$ cat src/rtl/core/huffman_tree_builder_assert.svh
// Assertion macros shared by the Huffman tree builder RTL.
// Included by the controller and datapath files; no other dependencies.
`ifndef HUFFMAN_TREE_BUILDER_ASSERT_SVH
`define HUFFMAN_TREE_BUILDER_ASSERT_SVH

// The consequent must hold in the same cycle as the antecedent.
`define HTB_ASSERT_IMPLY(lbl, clk, rst, ante, cons) \
   lbl: assert property (@(posedge clk) disable iff (rst) (ante) |-> (cons)) \
      else $error("huffman tree builder: assertion failed");

// The consequent must hold in the cycle after the antecedent.
`define HTB_ASSERT_NEXT(lbl, clk, rst, ante, cons) \
   lbl: assert property (@(posedge clk) disable iff (rst) (ante) |=> (cons)) \
      else $error("huffman tree builder: assertion failed");

`endif

$ cat src/rtl/core/htb_pkg.sv
// Shared types and constants of the Huffman tree builder.
// Used by the channel interfaces, the controller, the datapath and the top level.
package htb_pkg;

   // Field widths of the request and response transactions.
   localparam int COUNT_W  = 40;
   localparam int WEIGHT_W = 50;
   localparam int LEAF_W   = 8;
   localparam int DEPTH_W  = 8;
   localparam int PNODE_W  = 8;
   localparam int LEN_W    = 8;

   // Request command codes.
   typedef enum logic {
      CMD_LOAD  = 1'b0,
      CMD_QUERY = 1'b1
   } req_cmd_type;

   // Controller states.
   typedef enum logic [2:0] {
      ST_IDLE,
      ST_START,
      ST_FETCH0,
      ST_PICK0,
      ST_FETCH1,
      ST_PICK1,
      ST_WALK,
      ST_REPLY
   } state_type;

   // Commands from the controller to the datapath.
   typedef struct packed {
      logic load;
      logic build_init;
      logic fetch;
      logic pick;
      logic pick_second;
      logic set_built;
      logic query_start;
      logic walk;
      logic rsp_load;
   } ctrl_cmd_type;

   // Status from the datapath to the controller.
   typedef struct packed {
      logic n_zero;
      logic n_one;
      logic tree_built;
      logic query_walk;
      logic last_node;
      logic walk_done;
   } dp_status_type;

endpackage

$ cat src/rtl/core/htb_ctrl.sv
// Controller state machine of the Huffman tree builder.
// Sequences loads, the two-queue build and path walks; depends on htb_pkg and the assert macros.
`include "huffman_tree_builder_assert.svh"

module htb_ctrl import htb_pkg::*; (
   input  logic          clock,
   input  logic          reset,
   input  logic          req_valid,
   input  logic          req_cmd,
   input  logic          req_last,
   output logic          req_ready,
   input  logic          rsp_ready,
   output logic          rsp_valid,
   input  dp_status_type status,
   output ctrl_cmd_type  cmd
);

   state_type state_ff, state_in;
   logic      rsp_valid_ff, rsp_valid_in;
   logic      rsp_free;

   // A new transaction is taken only between operations.
   assign req_ready = (state_ff == ST_IDLE);
   assign rsp_valid = rsp_valid_ff;
   assign rsp_free  = !rsp_valid_ff || rsp_ready;

   // Next state.
   always_comb begin
      state_in = state_ff;
      case (state_ff)
         ST_IDLE: begin
            if (req_valid) begin
               if (req_cmd == CMD_LOAD) begin
                  if (req_last) state_in = ST_START;
               end else begin
                  state_in = status.query_walk ? ST_WALK : ST_REPLY;
               end
            end
         end
         ST_START: begin
            if (status.n_zero || status.n_one) state_in = ST_IDLE;
            else state_in = ST_FETCH0;
         end
         ST_FETCH0: state_in = ST_PICK0;
         ST_PICK0:  state_in = ST_FETCH1;
         ST_FETCH1: state_in = ST_PICK1;
         ST_PICK1: begin
            state_in = status.last_node ? ST_IDLE : ST_FETCH0;
         end
         ST_WALK: begin
            if (status.walk_done) state_in = ST_REPLY;
         end
         ST_REPLY: begin
            if (rsp_free) state_in = ST_IDLE;
         end
         default: state_in = ST_IDLE;
      endcase
   end

   // Datapath commands.
   always_comb begin
      cmd = '0;
      case (state_ff)
         ST_IDLE: begin
            cmd.load        = req_valid && (req_cmd == CMD_LOAD);
            cmd.query_start = req_valid && (req_cmd == CMD_QUERY);
         end
         ST_START: begin
            cmd.set_built  = status.n_one;
            cmd.build_init = !status.n_zero && !status.n_one;
         end
         ST_FETCH0: cmd.fetch = 1'b1;
         ST_PICK0:  cmd.pick  = 1'b1;
         ST_FETCH1: cmd.fetch = 1'b1;
         ST_PICK1: begin
            cmd.pick        = 1'b1;
            cmd.pick_second = 1'b1;
            cmd.set_built   = status.last_node;
         end
         ST_WALK:  cmd.walk     = 1'b1;
         ST_REPLY: cmd.rsp_load = rsp_free;
         default:  cmd = '0;
      endcase
   end

   // The response register is full from its load until the sink takes it.
   always_comb begin
      rsp_valid_in = rsp_valid_ff;
      if (rsp_ready) rsp_valid_in = 1'b0;
      if (cmd.rsp_load) rsp_valid_in = 1'b1;
   end

   always_ff @(posedge clock) begin
      if (reset) begin
         state_ff     <= ST_IDLE;
         rsp_valid_ff <= 1'b0;
      end else begin
         state_ff     <= state_in;
         rsp_valid_ff <= rsp_valid_in;
      end
   end

   // A loaded reply is offered on the next cycle.
   `HTB_ASSERT_NEXT(a_reply_sets_valid, clock, reset, cmd.rsp_load, rsp_valid_ff)
   // Walks only run over a finished tree.
   `HTB_ASSERT_IMPLY(a_walk_needs_tree, clock, reset, state_ff == ST_WALK, status.tree_built)
   // Merging only happens with at least two leaves.
   `HTB_ASSERT_IMPLY(a_build_needs_two, clock, reset, state_ff == ST_FETCH0, !status.n_zero && !status.n_one)

endmodule

$ cat config.mk
export PLATFORM = sky130hd
export DESIGN_NAME = htb_ctrl
export DESIGN_NICKNAME = d
export VERILOG_FILES = /design/src/rtl/core/htb_pkg.sv /design/src/rtl/core/htb_ctrl.sv
export VERILOG_INCLUDE_DIRS = /design/src /design/src/rtl/core
export SDC_FILE = /design/constraint.sdc
export NUM_CORES = 1
export LEC_CHECK = 0
export BUFFER_PORTS_ARGS = -buffer_cell sky130_fd_sc_hd__buf_4
export CORE_AREA = 2 2 39 41
export CTS_CLUSTER_DIAMETER = 100
export CTS_CLUSTER_SIZE = 25
export DETAILED_ROUTE_END_ITERATION = 12
export DIE_AREA = 0 0 41 43
export PLACE_DENSITY = 0.62
export SYNTH_ARGS = -nofsm -noshare
export SYNTH_HDL_FRONTEND = slang
export SYNTH_SLANG_ARGS = --single-unit
$ cat constraint.sdc
create_clock -name clock -period 2.11 [get_ports clock]
set_input_delay 0.3165 -clock clock [delete_from_list [all_inputs] [get_ports clock]]
set_output_delay 0.3165 -clock clock [all_outputs]
set_load 0.1 [all_outputs]
* Word level (Yosys, flattened, before mapping) *
Index checks and enable logic that the tools add are counted.

word-level totals
  word-level logic and storage cells = 47
  output and inout port bits = 11
  input bits = 12
  register bits = 4

cells by class
  equality and inequality tests = 11
  reduce and logical (&&, ||, !) cells = 13
  bitwise gates (word level) = 1
  multiplexer cells = 20

operators by type and width
  cell                count
  $pmux 3 s8          1
  $mux 3              5
  $eq 3x3->1 const B  4
  $mux 1              11
  $eq 3x2->1 const B  2
  $ne 2x2->1 const B  3
  $mux 2              2
  $reduce_and 4->1    1
  $reduce_or 2->1     2
  $eq 3x1->1 const B  1
  $logic_and 1x1->1   3
  $logic_not 1->1     3
  $logic_not 3->1     1
  $ne 3x3->1 const B  1
  $logic_or 1x1->1    2
  $pmux 1 s2          1
  $reduce_bool 2->1   1
  $not 1->1           1

* Depth between registers and ports, before layout *
  word-level depth = 4
  mapped depth = 4
  depth with buffers taken out = 3

* Least setup slack after synthesis *
No wires, ideal clock.

  path type = register to output
  start point = register state_ff[0]
  end point = output cmd[8] (netlist name)
  path buffers = 1
  stages on the path, launching flop included = 5
  data required time = 1794 ps
  setup slack = -2316 ps
  data arrival time = 4109 ps
  cells stage by stage = dfxtp_1 buf_2 nor3_1 nand2_1 nor2_1

RTL lines
  element                 RTL line        RTL
  from (decl)             htb_ctrl.sv:18  state_type state_ff, state_in;
  from (signal assigned)  htb_ctrl.sv:98  state_ff <= state_in;
  to (decl)               htb_ctrl.sv:15  output ctrl_cmd_type cmd

==> key figures <==
Clock tree
  – CTS clk-pin slew, worst paths: 0.04 ns
  – Clk buf depth: 2
  – CTS H-tree depth: 1
  – Clk sinks: 4
  – Cts bufs inserted: 3
  – Clock root buffer: clkbuf_4
  – Worst-Skew Late Latency: 0.24 ns
  – Resized Gates After CTS: 0
  – Hold Buf Count CTS: 0
  – CTS tree: yes
  – Postcts setup bufs: 0

Critical path
  – Critical-path cell list: or3_1, nor2_2, buf_4
  – CP max FO: 10
  – Worst EP required: roughly 1.8 ns
  – Max incr delay on CP: 0.45 ns
  – Slowest CP cell: or3_1
  – Critical Path Start Type: flip-flop
  – Worst Setup Path Type: reg2out
  – CP arrival: 1.50 ns
  – Critical path endpoint category: output pin

Power and ir drop
  – Pleak: between 0.2 and 0.25 nW
  – Psw: 344 µW
  – P_int: approximately 260 µW
  – Logic gate share of total power: 0.634
  – Sequential Power Share: 0.207
  – VDD IR max: 0.519 mV
  – Switching part of the total: 0.567
  – PwrDens: 1110 nW/µm²
  – Clk network pwr share: 0.158

Floorplanning
  – Die H: roughly 43 µm
  – Initial core utilization: 0.250
  – Rows: 14
  – # IOs: 23
  – Die X-Extent: 41 µm
  – Die Area: ~1800 µm²
  – Core area: between 1000 and 1500 µm²

STA
  – FMAX: around 550 MHz
  – Worst slew pin tran: 0.422 ns
  – Final Max Tran Viols: 0
  – Setup Viol. Count Final: 0
  – Final WS setup: 0.297 ns
  – Relative slew slack: 0.718
  – Unrepaired setup endpoints after global routing: false
  – Post-Route Setup TNS: 0 ns
  – Final hold violations: 0
  – Skew final: slightly below 0.004 ns
  – Post-route minimum period: 1.81 ns
  – Final worst-path cycle share: 0.859

GRT
  – Initial antenna violation count: 0
  – Gr usage total: 0.109
  – Largest net degree at the start of global routing: 14
  – GRT Residual Overflow: 0
  – Global-route wire length before repair: 1330 µm
  – Number of global-route vias before repair: 348

Drt
  – Vias post-DR: between 300 and 400
  – Routed wire length: between 700 and 800 µm
  – DRC: 0
  – Post-route ant nets: 0
  – DR pass1 iterations: 3
  – 1st-iter DRT viols: 2
  – Vias per cell: 4.90
  – WL per Instance: just under 10 µm

Layout
  – Fill cell count: 149
  – Most frequent cells in the layout: buf_4 (21), nand2_1 (3), nor2_2 (3), clkbuf_4 (3), dfxtp_1 (3)
  – Ant. Diodes: 0
  – Finished layout cell area: 547 µm²
  – Fraction of layout cells with a size suffix above 1: 0.531
  – Most common cell after layout, fill and taps aside: buf_4
  – Non-Filler Instances: 80
  – Area grow syn2layout: 58.3%
  – Nets: 78
  – Post-layout util: 0.395

Placement
  – Gpl congestion: 0.731
  – Pre-CTS WS: between 0.5 and 0.6 ns
  – Cell total after placement: 77
  – Detailed placement HPWL: 597 µm
  – Area post-placement: 524 µm²
  – IO Port Bufs: 21

Yosys
  – Cell taking the most area after synthesis: dfxtp_1
  – Netlist cell types: 29
  – Synthesized area: 345 µm²
  – Synth Register Bits: 4
  – Synth top area cells: dfxtp_1 (23%), nor2_1 (6.5%), a311oi_1 (5.1%)
  – Post-Syn Area per Cell: just under 8 µm²
  – Seq/Total Area, Yosys: 0.232
  – Synth warn: 0
  – Post-synth top area share: 0.232
  – Syn Inst Count: 44
  – Mapped Nets: between 50 and 60

Outcome
  – Outcome: finished clean

Run
  – Max-cap violations: 0

Min path
  – Path type of the worst min-delay path: in2reg
[metal layers]
layer / track usage / part of all wire / up-vias
met5: 0 / 0 / -
met4: 0.0200 / 0 / 0
met3: 0.0628 / 0.12 / 0
met2: 0.156 / 0.47 / 20
met1: 0.141 / 0.41 / 174
li1: - / - / 198
[Yosys cell counts]
master / n
buf_2: 1
or4b_1: 1
a311oi_1: 2
a31o_2: 1
buf_6: 1
and3_1: 1
mux2i_1: 1
nor3_1: 1
o211a_1: 1
o21ai_0: 1
inv_1: 1
or2b_1: 1
mux2_2: 1
and2_1: 2
or2_2: 1
nand2_1: 3
dfxtp_1: 4
o32ai_1: 1
nor2_1: 6
nand2b_1: 2
a21oi_1: 1
xor2_1: 1
nor2b_1: 2
or4bb_1: 1
nand3_1: 1
o31a_1: 1
or3_1: 1
buf_4: 2
o21bai_1: 1
[worst paths after layout]
path                             startpoint           to  cells after the start  slack [ns]
worst max-delay path            state_ff[2]       cmd[7]                      3        0.30
worst min register to register    rsp_valid    rsp_valid                      2        0.51
worst min-delay path                  reset  state_ff[1]                      2        0.28
worst max register to register  state_ff[2]  state_ff[1]                      3        0.55
[through the flow]
step / hold WS [ns] / power (mW)
4_1_cts: 0.271 / 0.614
6_report: 0.278 / 0.606
2_1_floorplan: 0.386 / 0.457
3_3_place_gp: 0.496 / 0.513
5_1_grt: 0.278 / 0.643
3_5_place_dp: 0.501 / 0.513
[registers in the layout, indices dropped and copies added (netlist names)]
| register | flops |
|---|---|
| rsp_valid | 1 |
| state_ff | 3 |
[layout make-up]
class / count / area (µm²) / area share
Multi-Input combinational cell: 35 / 262 / 0.478
Timing Repair Buffer: 21 / 158 / 0.288
Sequential cell: 4 / 81.3 / 0.149
Clock buffer: 3 / 22.5 / 0.0412
Tap cell: 16 / 20.0 / 0.0366
Inverter: 1 / 3.75 / 0.00686
[critical path, delay by kind of cell, from the launching register on]
| family | cells | cell delay [ns] |
|---|---|---|
| buffers and inverters | 1 | 0.29 |
| and+or+nand+nor | 2 | 0.54 |
| DFF | 1 | 0.43 |
[power by group through the flow]
stage / sequential [mW] / clock (mW) / combinational, mW
floorplan: 0.0965 / 0 / 0.360
global placement: 0.128 / 0 / 0.386
detailed placement: 0.128 / 0 / 0.385
CTS: 0.127 / 0.100 / 0.387
global route: 0.131 / 0.106 / 0.407
finish: 0.126 / 0.0960 / 0.384
[logic make-up (layout without fill, tap and decap cells)]
group	after synthesis	after routing	share of synthesized area
xor+xnor	1	1	0.0254
buf+inv	5	25	0.101
flops	4	4	0.232
mux	2	2	0.0616
simple gates	23	23	0.373
compound gates	9	9	0.207
Note: power is estimated with default switching activity, not from simulation.
